## config.mk

```make
export PLATFORM = sky130hd
export DESIGN_NAME = gate_region_rasterizer
export DESIGN_NICKNAME = d
export VERILOG_FILES = /design/src/hdl/grr_pkg.sv /design/src/hdl/grr_muldiv.sv /design/src/hdl/gate_region_rasterizer.sv
export SDC_FILE = /design/constraint.sdc
export NUM_CORES = 2
export LEC_CHECK = 0
export ABC_AREA = 1
export BUFFER_PORTS_ARGS = -buffer_cell sky130_fd_sc_hd__clkbuf_2
export CAP_MARGIN = 5
export CORE_ASPECT_RATIO = 0.6
export CORE_MARGIN = 2
export CORE_UTILIZATION = 60
export DETAILED_ROUTE_END_ITERATION = 8
export GPL_TIMING_DRIVEN = 0
export HOLD_SLACK_MARGIN = 0.05
export PLACE_DENSITY = 0.78
export SLEW_MARGIN = 10
export SYNTH_ARGS = -nofsm -noshare
export SYNTH_HDL_FRONTEND = slang
export SYNTH_HIERARCHICAL = 1
export SYNTH_SLANG_ARGS = --single-unit
```

## constraint.sdc

```tcl
create_clock -name clk -period 10.6 [get_ports clk]
set_input_delay 1.06 -clock clk [delete_from_list [all_inputs] [get_ports clk]]
set_output_delay 1.06 -clock clk [all_outputs]
set_load 0.02 [all_outputs]
```

## src/hdl/grr_pkg.sv

```systemverilog
// ----------------------------------------------------------------------------
// grr_pkg: shared types and constants of the gate region rasterizer
// Field widths, opcodes, register map, reset values and the control and
// status groups between the sequencer and the multiply-divide unit.
// ----------------------------------------------------------------------------
`default_nettype none

package grr_pkg;

  // item fields
  localparam int OP_W   = 2;
  localparam int PIX_W  = 10;

  // configuration fields
  localparam int GRID_W = 11;
  localparam int PPM_W  = 8;
  localparam int CW_W   = 12;
  localparam int HC_W   = CW_W + PPM_W;

  // line position: sign plus magnitude saturated at 2^LINE_SAT_BIT
  localparam int LINE_SAT_BIT = 40;
  localparam int LINE_W       = LINE_SAT_BIT + 2;

  // APB register file
  localparam int APB_AW = 4;
  localparam int APB_DW = 32;

  localparam logic [OP_W-1:0] OP_OBS   = 2'd0;
  localparam logic [OP_W-1:0] OP_QUERY = 2'd1;
  localparam logic [OP_W-1:0] OP_CLEAR = 2'd2;

  localparam logic [1:0] REG_GRID_WIDTH  = 2'd0;
  localparam logic [1:0] REG_GRID_HEIGHT = 2'd1;
  localparam logic [1:0] REG_PPM         = 2'd2;
  localparam logic [1:0] REG_CW          = 2'd3;

  localparam logic [GRID_W-1:0] GRID_WIDTH_RST  = 11'd400;
  localparam logic [GRID_W-1:0] GRID_HEIGHT_RST = 11'd400;
  localparam logic [PPM_W-1:0]  PPM_RST         = 8'd23;
  localparam logic [CW_W-1:0]   CW_RST          = 12'd256;

  // raster sides above this act as this
  localparam logic [GRID_W-1:0] MAX_SIDE = 11'd1024;

  typedef struct packed {
    logic start;
    logic neg;
  } md_ctrl_t;

  typedef struct packed {
    logic busy;
    logic done;
  } md_stat_t;

endpackage

`default_nettype wire

```

## src/hdl/grr_muldiv.sv

```systemverilog
// ----------------------------------------------------------------------------
// grr_muldiv: bit-serial multiply then divide
// Computes sign * sat(trunc(((a * b) >> SH) / d)), one bit per cycle:
// shift-add multiply over the BW multiplier bits, restoring divide over the quotient bits.
// ----------------------------------------------------------------------------
`default_nettype none

module grr_muldiv #(
  parameter int AW = 24,
  parameter int BW = 21,
  parameter int DW = 27,
  parameter int SH = 9
) (
  input  logic                                clk,
  input  logic                                rst,
  input  grr_pkg::md_ctrl_t                   ctrl,
  input  logic [AW-1:0]                       a_mag,
  input  logic [BW-1:0]                       b_mag,
  input  logic [DW-1:0]                       d_mag,
  output grr_pkg::md_stat_t                   stat,
  output logic signed [grr_pkg::LINE_W-1:0]   line
);
  import grr_pkg::*;

  localparam int PW   = AW + BW;
  localparam int QW   = PW - SH;
  localparam int NW   = (BW > QW) ? BW : QW;
  localparam int CNTW = $clog2(NW + 1);
  localparam int QX   = (QW > LINE_SAT_BIT + 1) ? QW : LINE_SAT_BIT + 1;
  localparam logic [QX-1:0] SAT_X = {{(QX-1){1'b0}}, 1'b1} << LINE_SAT_BIT;

  typedef enum logic [1:0] {MD_IDLE, MD_MUL, MD_DIV, MD_FIN} md_state_t;

  md_state_t        state;
  logic [CNTW-1:0]  cnt;
  logic [PW-1:0]    acc;
  logic [AW-1:0]    mcand;
  logic [BW-1:0]    mplier;
  logic [DW-1:0]    dvs;
  logic [QW-1:0]    quo;
  logic [DW-1:0]    rem;
  logic             neg;
  logic             done;

  logic [PW-1:0]           acc_step;
  logic [DW:0]             rem_sh;
  logic [DW:0]             rem_dif;
  logic                    rem_ge;
  logic [QX-1:0]           q_x;
  logic [QX-1:0]           q_cap;
  logic signed [LINE_W-1:0] q_ext;
  logic signed [LINE_W-1:0] line_next;

  assign acc_step = {acc[PW-2:0], 1'b0} + (mplier[BW-1] ? PW'(mcand) : '0);
  assign rem_sh   = {rem, quo[QW-1]};
  assign rem_ge   = rem_sh >= {1'b0, dvs};
  assign rem_dif  = rem_sh - {1'b0, dvs};

  assign q_x       = QX'(quo);
  assign q_cap     = (q_x > SAT_X) ? SAT_X : q_x;
  assign q_ext     = $signed({1'b0, q_cap[LINE_SAT_BIT:0]});
  assign line_next = neg ? -q_ext : q_ext;

  always_ff @(posedge clk) begin
    if (rst) begin
      state <= MD_IDLE;
      cnt   <= '0;
      done  <= 1'b0;
    end else begin
      done <= (state == MD_FIN);
      case (state)
        MD_IDLE: begin
          if (ctrl.start) begin
            mcand  <= a_mag;
            mplier <= b_mag;
            dvs    <= d_mag;
            neg    <= ctrl.neg;
            acc    <= '0;
            cnt    <= CNTW'(BW);
            state  <= MD_MUL;
          end
        end
        MD_MUL: begin
          acc    <= acc_step;
          mplier <= mplier << 1;
          if (cnt == CNTW'(1)) begin
            // drop the scale bits of the product on the way into the divider
            quo   <= acc_step[PW-1:SH];
            rem   <= '0;
            cnt   <= CNTW'(QW);
            state <= MD_DIV;
          end else begin
            cnt <= cnt - 1'b1;
          end
        end
        MD_DIV: begin
          rem <= rem_ge ? rem_dif[DW-1:0] : rem_sh[DW-1:0];
          quo <= {quo[QW-2:0], rem_ge};
          cnt <= cnt - 1'b1;
          if (cnt == CNTW'(1)) begin
            state <= MD_FIN;
          end
        end
        MD_FIN: begin
          line  <= line_next;
          state <= MD_IDLE;
        end
        default: state <= MD_IDLE;
      endcase
    end
  end

  assign stat.busy = (state != MD_IDLE);
  assign stat.done = done;

endmodule

`default_nettype wire

```

## src/hdl/gate_region_rasterizer.sv

```systemverilog
// ----------------------------------------------------------------------------
// gate_region_rasterizer: gate and turn masks from the two farthest posts
// Tracks the farthest obstacle on each side and answers pixel mask queries.
// ----------------------------------------------------------------------------
// One item is taken at a time; in_stall is high from accept until the item
// is done. An obstacle beat computes three squares on the shared
// multiplier, then the post update; a clear beat resets the posts at
// accept. A query with both posts present and the pixel inside the
// raster, above its bottom row, sends both lines in turn through one
// bit-serial multiply-divide unit. Queries with a post missing, or with
// the pixel outside the raster or on its bottom row, go straight to the
// result. A finished result waits in the output register while the next
// beat is taken.
`default_nettype none

module gate_region_rasterizer #(
  parameter int COORD_BITS = 16,
  parameter int FRAC_BITS  = 8
) (
  input  logic                           clk,
  input  logic                           rst,
  // configuration
  input  logic                           psel,
  input  logic                           penable,
  input  logic                           pwrite,
  input  logic [grr_pkg::APB_AW-1:0]     paddr,
  input  logic [grr_pkg::APB_DW-1:0]     pwdata,
  output logic [grr_pkg::APB_DW-1:0]     prdata,
  output logic                           pready,
  // input beats
  input  logic                           in_valid,
  output logic                           in_stall,
  input  logic [grr_pkg::OP_W-1:0]       op,
  input  logic signed [COORD_BITS-1:0]   obs_x,
  input  logic signed [COORD_BITS-1:0]   obs_y,
  input  logic signed [COORD_BITS-1:0]   obs_z,
  input  logic [grr_pkg::PIX_W-1:0]      pixel_row,
  input  logic [grr_pkg::PIX_W-1:0]      pixel_col,
  // result beats
  output logic                           out_valid,
  input  logic                           out_stall,
  output logic                           in_gate,
  output logic                           in_left_turn,
  output logic                           in_right_turn,
  output logic                           region_valid
);
  import grr_pkg::*;

  localparam int S      = FRAC_BITS + 1;
  localparam int MW     = (COORD_BITS > CW_W) ? COORD_BITS : CW_W;
  localparam int PRW    = 2 * MW;
  localparam int DIST_W = 2 * COORD_BITS + 2;
  localparam int AW     = COORD_BITS + 8;
  localparam int BMW    = (((PIX_W + S) > HC_W) ? (PIX_W + S) : HC_W) + 1;
  localparam int BSW    = BMW + 1;
  localparam int DMW    = ((AW > HC_W) ? AW : HC_W) + 1;
  localparam int DSW    = DMW + 1;
  localparam int YW     = PIX_W + 2;
  localparam int EW     = LINE_W + 1 + S;

  typedef enum logic [3:0] {
    ST_IDLE, ST_SQ, ST_POST, ST_HC, ST_BX, ST_BY, ST_START, ST_WAIT, ST_EVAL, ST_DONE
  } state_t;

  // configuration registers
  logic [GRID_W-1:0] grid_width;
  logic [GRID_W-1:0] grid_height;
  logic [PPM_W-1:0]  ppm;
  logic [CW_W-1:0]   cw_q8;

  // posts
  logic signed [COORD_BITS-1:0] left_post_x, left_post_y;
  logic signed [COORD_BITS-1:0] right_post_x, right_post_y;
  logic [DIST_W-1:0]            left_post_dist, right_post_dist;
  logic                         left_post_seen, right_post_seen;

  // sequencer
  state_t                       state;
  logic [1:0]                   sq_cnt;
  logic signed [COORD_BITS-1:0] ox, oy, oz;
  logic [DIST_W-1:0]            dist_acc;
  logic [GRID_W-1:0]            x_pix;
  logic signed [YW-1:0]         y_pix;
  logic [HC_W-1:0]              hc;
  logic                         side;     // 0 left, 1 right
  logic [AW-1:0]                bx_mag, by_mag;
  logic                         bx_neg, by_neg;
  logic signed [LINE_W-1:0]     line_r;
  logic                         ge_l;
  logic                         r_gate, r_lt, r_rt, r_valid;

  // shared multiplier
  logic signed [COORD_BITS-1:0] mul_src;
  logic [COORD_BITS-1:0]        mag_src;
  logic [MW-1:0]                mul_a, mul_b;
  logic [PRW-1:0]               mul_out;

  // query setup
  logic [GRID_W-1:0]    w_eff, h_eff;
  logic                 outside, bottom;
  logic [GRID_W-1:0]    x_calc;
  logic signed [YW-1:0] y_calc;

  // line setup
  logic signed [BSW-1:0] y_sh, hc_b, b_s, b_neg_v;
  logic [BMW-1:0]        b_mag;
  logic signed [DSW-1:0] by_ext, by_s, hc_d, div_s, div_neg_v;
  logic                  div_zero;
  logic [DMW-1:0]        d_mag;
  logic                  line_neg;

  // evaluation
  logic signed [LINE_W:0]  x_l, ln_l, diff;
  logic signed [EW-1:0]    diff_sh, lim_s;
  logic [HC_W+1:0]         hc3, hc_band;
  logic                    ge, band;

  md_ctrl_t                md_ctrl;
  md_stat_t                md_stat;
  logic signed [LINE_W-1:0] md_line;

  logic cfg_wr;
  logic in_acc;

  // --------------------------------------------------------------------------
  // configuration port
  // --------------------------------------------------------------------------
  assign pready = 1'b1;
  assign cfg_wr = psel && penable && pwrite;

  always_ff @(posedge clk) begin
    if (rst) begin
      grid_width  <= GRID_WIDTH_RST;
      grid_height <= GRID_HEIGHT_RST;
      ppm         <= PPM_RST;
      cw_q8       <= CW_RST;
    end else if (cfg_wr) begin
      case (paddr[3:2])
        REG_GRID_WIDTH:  grid_width  <= pwdata[GRID_W-1:0];
        REG_GRID_HEIGHT: grid_height <= pwdata[GRID_W-1:0];
        REG_PPM:         ppm         <= pwdata[PPM_W-1:0];
        REG_CW:          cw_q8       <= pwdata[CW_W-1:0];
        default: ;
      endcase
    end
  end

  always_comb begin
    case (paddr[3:2])
      REG_GRID_WIDTH:  prdata = APB_DW'(grid_width);
      REG_GRID_HEIGHT: prdata = APB_DW'(grid_height);
      REG_PPM:         prdata = APB_DW'(ppm);
      REG_CW:          prdata = APB_DW'(cw_q8);
      default:         prdata = '0;
    endcase
  end

  // --------------------------------------------------------------------------
  // shared multiplier
  // --------------------------------------------------------------------------
  always_comb begin
    case (state)
      ST_SQ:   mul_src = (sq_cnt == 2'd0) ? ox : ((sq_cnt == 2'd1) ? oy : oz);
      ST_BX:   mul_src = side ? right_post_x : left_post_x;
      ST_BY:   mul_src = side ? right_post_y : left_post_y;
      default: mul_src = ox;
    endcase
  end

  assign mag_src = mul_src[COORD_BITS-1] ? COORD_BITS'(-mul_src) : COORD_BITS'(mul_src);

  always_comb begin
    case (state)
      ST_SQ: begin
        mul_a = MW'(mag_src);
        mul_b = MW'(mag_src);
      end
      ST_HC: begin
        mul_a = MW'(cw_q8);
        mul_b = MW'(ppm);
      end
      ST_BX, ST_BY: begin
        mul_a = MW'(mag_src);
        mul_b = MW'(ppm);
      end
      default: begin
        mul_a = '0;
        mul_b = '0;
      end
    endcase
  end

  assign mul_out = mul_a * mul_b;

  // --------------------------------------------------------------------------
  // query setup at accept
  // --------------------------------------------------------------------------
  assign w_eff   = (grid_width > MAX_SIDE) ? MAX_SIDE : grid_width;
  assign h_eff   = (grid_height > MAX_SIDE) ? MAX_SIDE : grid_height;
  assign outside = ({1'b0, pixel_row} >= h_eff) || ({1'b0, pixel_col} >= w_eff);
  assign x_calc  = h_eff - {1'b0, pixel_row} - GRID_W'(1);
  assign bottom  = (x_calc == '0);
  assign y_calc  = $signed({2'b00, w_eff[GRID_W-1:1]}) - $signed({2'b00, pixel_col});

  // --------------------------------------------------------------------------
  // line setup: corner at +hc (left) or -hc (right)
  // --------------------------------------------------------------------------
  assign y_sh    = $signed({{(BSW-YW){y_pix[YW-1]}}, y_pix}) <<< S;
  assign hc_b    = $signed({{(BSW-HC_W){1'b0}}, hc});
  assign b_s     = side ? (y_sh + hc_b) : (y_sh - hc_b);
  assign b_neg_v = -b_s;
  assign b_mag   = b_s[BSW-1] ? b_neg_v[BMW-1:0] : b_s[BMW-1:0];

  assign by_ext    = $signed({{(DSW-AW){1'b0}}, by_mag});
  assign by_s      = by_neg ? -by_ext : by_ext;
  assign hc_d      = $signed({{(DSW-HC_W){1'b0}}, hc});
  assign div_s     = side ? (by_s + hc_d) : (by_s - hc_d);
  assign div_neg_v = -div_s;
  assign div_zero  = (div_s == '0);
  // post level with the corner: divide by one pixel
  assign d_mag     = div_zero ? (DMW'(1) << S)
                   : (div_s[DSW-1] ? div_neg_v[DMW-1:0] : div_s[DMW-1:0]);
  assign line_neg  = bx_neg ^ b_s[BSW-1] ^ div_s[DSW-1];

  assign md_ctrl.start = (state == ST_START);
  assign md_ctrl.neg   = line_neg;

  grr_muldiv #(
    .AW (AW),
    .BW (BMW),
    .DW (DMW),
    .SH (S)
  ) u_muldiv (
    .clk   (clk),
    .rst   (rst),
    .ctrl  (md_ctrl),
    .a_mag (bx_mag),
    .b_mag (b_mag),
    .d_mag (d_mag),
    .stat  (md_stat),
    .line  (md_line)
  );

  // --------------------------------------------------------------------------
  // evaluation of one line against the pixel
  // --------------------------------------------------------------------------
  assign x_l     = $signed({{(LINE_W+1-GRID_W){1'b0}}, x_pix});
  assign ln_l    = $signed({line_r[LINE_W-1], line_r});
  assign ge      = x_l >= ln_l;
  assign diff    = x_l - ln_l;
  assign diff_sh = $signed({{S{diff[LINE_W]}}, diff}) <<< S;
  assign hc3     = {2'b00, hc} + {1'b0, hc, 1'b0};
  assign hc_band = side ? hc3 : {2'b00, hc};
  assign lim_s   = $signed((EW'(h_eff[GRID_W-1:1]) << S) + EW'(hc_band));
  assign band    = diff_sh <= lim_s;

  // --------------------------------------------------------------------------
  // sequencer
  // --------------------------------------------------------------------------
  assign in_stall = (state != ST_IDLE);
  assign in_acc   = in_valid && !in_stall;

  always_ff @(posedge clk) begin
    if (rst) begin
      state           <= ST_IDLE;
      out_valid       <= 1'b0;
      sq_cnt          <= '0;
      side            <= 1'b0;
      left_post_x     <= '0;
      left_post_y     <= '0;
      left_post_dist  <= '0;
      left_post_seen  <= 1'b0;
      right_post_x    <= '0;
      right_post_y    <= '0;
      right_post_dist <= '0;
      right_post_seen <= 1'b0;
    end else begin
      // ST_DONE loads the next result beat itself
      if (out_valid && !out_stall && state != ST_DONE) begin
        out_valid <= 1'b0;
      end
      case (state)
        ST_IDLE: begin
          if (in_valid) begin
            case (op)
              OP_OBS: begin
                ox       <= obs_x;
                oy       <= obs_y;
                oz       <= obs_z;
                dist_acc <= '0;
                sq_cnt   <= '0;
                state    <= ST_SQ;
              end
              OP_QUERY: begin
                r_gate <= 1'b0;
                r_lt   <= 1'b0;
                r_rt   <= 1'b0;
                side   <= 1'b0;
                x_pix  <= x_calc;
                y_pix  <= y_calc;
                if (!(left_post_seen && right_post_seen)) begin
                  r_valid <= 1'b0;
                  state   <= ST_DONE;
                end else begin
                  r_valid <= 1'b1;
                  state   <= (outside || bottom) ? ST_DONE : ST_HC;
                end
              end
              OP_CLEAR: begin
                left_post_x     <= '0;
                left_post_y     <= '0;
                left_post_dist  <= '0;
                left_post_seen  <= 1'b0;
                right_post_x    <= '0;
                right_post_y    <= '0;
                right_post_dist <= '0;
                right_post_seen <= 1'b0;
              end
              default: ;
            endcase
          end
        end
        ST_SQ: begin
          dist_acc <= dist_acc + DIST_W'(mul_out[2*COORD_BITS-1:0]);
          sq_cnt   <= sq_cnt + 2'd1;
          if (sq_cnt == 2'd2) begin
            state <= ST_POST;
          end
        end
        ST_POST: begin
          // strict compare: on a tie the earlier post stays
          if (oy > 0) begin
            if (!left_post_seen || dist_acc > left_post_dist) begin
              left_post_x    <= ox;
              left_post_y    <= oy;
              left_post_dist <= dist_acc;
              left_post_seen <= 1'b1;
            end
          end else begin
            if (!right_post_seen || dist_acc > right_post_dist) begin
              right_post_x    <= ox;
              right_post_y    <= oy;
              right_post_dist <= dist_acc;
              right_post_seen <= 1'b1;
            end
          end
          state <= ST_IDLE;
        end
        ST_HC: begin
          hc    <= mul_out[HC_W-1:0];
          state <= ST_BX;
        end
        ST_BX: begin
          bx_mag <= {mul_out[COORD_BITS+6:0], 1'b0};
          bx_neg <= mul_src[COORD_BITS-1];
          state  <= ST_BY;
        end
        ST_BY: begin
          by_mag <= {mul_out[COORD_BITS+6:0], 1'b0};
          by_neg <= mul_src[COORD_BITS-1];
          state  <= ST_START;
        end
        ST_START: begin
          state <= ST_WAIT;
        end
        ST_WAIT: begin
          if (md_stat.done) begin
            line_r <= md_line;
            state  <= ST_EVAL;
          end
        end
        ST_EVAL: begin
          if (!side) begin
            ge_l  <= ge;
            r_lt  <= ge && band;
            side  <= 1'b1;
            state <= ST_BX;
          end else begin
            r_rt   <= ge && band;
            r_gate <= ge_l && ge;
            state  <= ST_DONE;
          end
        end
        ST_DONE: begin
          if (!out_valid || !out_stall) begin
            out_valid     <= 1'b1;
            in_gate       <= r_gate;
            in_left_turn  <= r_lt;
            in_right_turn <= r_rt;
            region_valid  <= r_valid;
            state         <= ST_IDLE;
          end
        end
        default: state <= ST_IDLE;
      endcase
    end
  end

  // --------------------------------------------------------------------------
  // assertions
  // --------------------------------------------------------------------------
  a_done_in_wait : assert property (@(posedge clk) disable iff (rst)
    md_stat.done |-> state == ST_WAIT)
    else $error("muldiv finished outside of the wait state");

  a_start_idle : assert property (@(posedge clk) disable iff (rst)
    state == ST_START |-> !md_stat.busy)
    else $error("muldiv started while busy");

  a_no_mask_invalid : assert property (@(posedge clk) disable iff (rst)
    out_valid && !region_valid |-> !in_gate && !in_left_turn && !in_right_turn)
    else $error("mask bit set without both posts");

  a_missing_post : assert property (@(posedge clk) disable iff (rst)
    in_acc && op == OP_QUERY && !(left_post_seen && right_post_seen)
    |=> state == ST_DONE && !r_valid)
    else $error("query without posts did not short-cut");

endmodule

`default_nettype wire
```

==> reports/metrics.csv <==
metric,value,unit
Syn Area/Cell,7.42,um^2
CTS sink count,634,
Num CTS Buffers,60,
clock tree from TritonCTS,done,
share of the cycle needed by the critical path after routing,97.0,%
number of core rows,84,
fraction of registers with async set or reset after synthesis,0,%
maximum level of the CTS H-tree,2,
Core Region,87900,um^2
category of the critical setup timing path,reg -> reg,
Final Total Pwr,12500,uW
number of cells on the worst reg-to-reg path,41,
static leakage,0.0273,uW
Hold Path Class,reg -> reg,
Final Wtd Congestion,1.05,
Slowest Stage Delay on Critical Path,0.57,ns
"Core Util, Final",66.5,%
yosys warns,6,
number of library cell types mapped by synthesis,63,
endpoint arrival time on the critical path,10.72,ns
hold violation total from the final report,0,
post-synthesis cell area,53400,um^2
category of the worst setup path capture point,flop,
Final HPWL DP,148000,um
result of the run,finished clean,
final count of negative-setup-slack endpoints,0,
Wirelength per Cell,21.0,um
hold endpoint,u_muldiv/mcand[9],
leftover overflow at the end of global routing,0,
Yosys reg bits,634,
highest clock rate,0.0972,GHz
number of nets with antenna violations after detailed routing,0,
most area-consuming cells after synthesis,"sky130_fd_sc_hd__edfxtp_1, sky130_fd_sc_hd__nand2_1, sky130_fd_sc_hd__ha_1",
actual slew at the worst max-slew pin,1.35,ns
wire length reported by the detailed router,182000,um
min-delay src,bx_mag[9],
Initial Util,60.8,%
number of enable-type register cells in the synthesized netlist,441,
fraction of the yosys area taken by sequential cells,32.0,%
CP Buf/Inv Count,9,
number of DRC markers after the initial detailed-route iteration,7373,
cell accounting for the most synthesized area,sky130_fd_sc_hd__edfxtp_1,
initial antenna violation count,7,
ports placed on the boundary,152,
number of DRC violations after detailed routing,0,
first-pass GRT wire length,271000,um
worst hold slack after final layout,0.416,ns
Final nets,8189,
standard cell with the maximum stage delay on the critical path,sky130_fd_sc_hd__fa_1,
layout cell share with drive strength beyond 1,6.99,%
buffer type at the clock tree root,sky130_fd_sc_hd__clkbuf_16,
Chip Width,389,um
beginning of the worst register-to-register path,sq_cnt[1],
Synth Area in Compound Gates,9.66,%
placed cells,8519,
worst reg2reg endpoint,dist_acc[33],
Worst path top cell family by delay,adder cells,
largest family of logic cells by synthesized area,simple AND/OR/NAND/NOR gates,
Synth Area in Simple Gates,26.3,%
global-route usage over all layers,38.8,%
pin count of the biggest net entering global routing,32,
Final Skew,0.0834,ns
number of detailed-routing iterations run before antenna repair,7,
area of the die,91500,um^2
Vias/cell,5.88,
filler-free cell count of the finished design,8662,
instance count along the most critical hold path,0,
highest net fanout along the worst path,11,
clock latency of the later-clocked register in the worst-skew pair,0.73,ns
input/output buffers,108,
max cap viols,0,
data required time of the critical path,11.04,ns
CTS Hold Bufs,0,
worst-case vdd ir drop,203,uV
synthesized netlist cell count,7195,
Max transition margin,9.13,%
clock period minus final worst setup slack,10.28,ns
Power per Cell Area,214,nW/um^2
nature of the critical path startpoint,flop,
via count of the first global-routing pass,45600,
deepest clock path buffer count,3,
fraction of post-synthesis cell area in the top cell type by area,24.8,%
max-slew violation total from the final report,0,
routed vias,51000,
dominant register cell in the synthesized netlist,sky130_fd_sc_hd__edfxtp_1,
Synth-to-Final Area Change,9.34,%
"reg-to-reg slack, setup",0.32,ns
multiplexer fraction of the synthesized cell area,0,%
"share of synthesized cell area in full adder, half adder and majority cells",17.6,%
xor and xnor area share after synthesis,3.98,%
"Clk pin slew, worst setup/hold paths",0.07,ns
Die H,235,um
==> through the flow <==
step                setup TNS [ns]  worst slack [ns]  cell area (um^2)
floorplan                        0              2.06             53500
global placement            -0.700            -0.242             55500
detailed placement           -1.50            -0.340             55900
CTS                              0             0.210             57900
global route                -0.119           -0.0882             58400
finish                           0             0.317             58400
==> area by class of cell <==
| type | count | area, um^2 |
|---|---|---|
| Multi-Input combinational cell | 5187 | 31300 |
| Fill cell | 7570 | 29500 |
| Sequential cell | 634 | 17100 |
| Inverter | 1207 | 4550 |
| Clock buffer | 72 | 1600 |
| Tap cell | 1161 | 1450 |
| Timing Repair Buffer | 158 | 1030 |
| Buffer | 197 | 1010 |
| Clock inverter | 40 | 335 |
| Antenna cell | 6 | 15.0 |
==> worst max path at each step <==
stage / cells past startpoint / startpoint / slack, ns / to
after floorplan: 49 / sq_cnt[1] / 2.06 / dist_acc[28]
after global placement: 41 / sq_cnt[1] / -0.24 / dist_acc[30]
after detailed placement: 41 / sq_cnt[1] / -0.34 / dist_acc[30]
after CTS: 42 / sq_cnt[0] / 0.21 / dist_acc[33]
after global routing: 50 / sq_cnt[1] / -0.09 / dist_acc[28]
final: 41 / sq_cnt[1] / 0.32 / dist_acc[33]
==> routing by layer <==
layer  share of wire, %  global-route usage (%)
met5              0.093                   0.727
met4                2.0                    7.54
met3                 19                    16.8
met2                 35                    46.0
met1                 44                    62.6
==> timing repair <==
| action | in CTS | in global routing |
|---|---|---|
| endpoints found under the setup margin | 10 | 21 |
| pin swaps | 3 | 9 |
| gates resized for setup | 7 | 84 |
| cloned | 0 | 1 |
| buffers inserted | 5 | 19 |
==> worst register-to-register path, delay by kind of cell (launching register included) <==
kind / cells / cell delay (ns)
DFF: 1 / 0.33
and+or+nand+nor: 12 / 2.20
xor gates and xnor gates: 1 / 0.14
AOI/OAI and AO/OA: 10 / 1.72
buffers and inverters: 9 / 1.46
adders and majority gates: 9 / 4.16
==> Yosys cell counts, drive strengths merged (12+ instances only) <==
cell	count
nand2	1776
buf	104
edfxtp	441
clkbuf	93
dfxtp	193
nor2	793
nand3b	24
nand4	109
o21bai	24
nand3	494
fa	204
inv	1205
xor2	177
xnor2	66
o21ai	302
a21o	12
a31oi	17
nor4	20
a21oi	509
o21a	13
nor3	88
ha	427
o211ai	30
==> placed cells by master (no fill, tap or decap), drive strengths merged, types with 5 or more instances in the layout <==
master / n
a211oi: 5
a21boi: 7
a21o: 12
a21oi: 509
a221oi: 6
a31oi: 17
and2: 8
buf: 153
clkbuf: 274
clkinv: 29
clkinvlp: 10
conb: 32
dfxtp: 193
diode: 6
edfxtp: 441
fa: 204
ha: 427
inv: 1207
nand2: 1776
nand3: 494
nand3b: 24
nand4: 109
nor2: 793
nor3: 88
nor4: 20
o2111ai: 8
o211ai: 30
o21a: 13
o21ai: 302
o21bai: 24
o221ai: 5
or2: 8
xnor2: 66
xor2: 177
==> state kept, by name, summed over array words and instances (netlist names), 12 cells and up <==
name	cells
bx_mag	23
by_mag	23
cw_q8	12
dist_acc	34
hc	20
left_post_dist	34
left_post_x	16
left_post_y	16
line_r	42
ox	16
oy	16
oz	16
right_post_dist	34
right_post_x	16
right_post_y	16
u_muldiv/acc	44
u_muldiv/dvs	25
u_muldiv/line	42
u_muldiv/mcand	24
u_muldiv/mplier	21
u_muldiv/quo	36
u_muldiv/rem	25
==> cells by family (layout without fill, tap and decap cells) <==
group,count (synthesis),in the layout
and+or+nand+nor,3330,3330
buffers and inverters,1404,1674
AOI/OAI and AO/OA,951,951
DFF,634,634
adders and majority gates,631,631
xor gates and xnor gates,243,243
other,2,38
==> where the power goes <==
part / switching, uW / internal (uW)
clock network: 1060 / 1110
logic: 4940 / 2040
registers: 251 / 3090
Note: power is estimated with default switching activity, not from simulation.
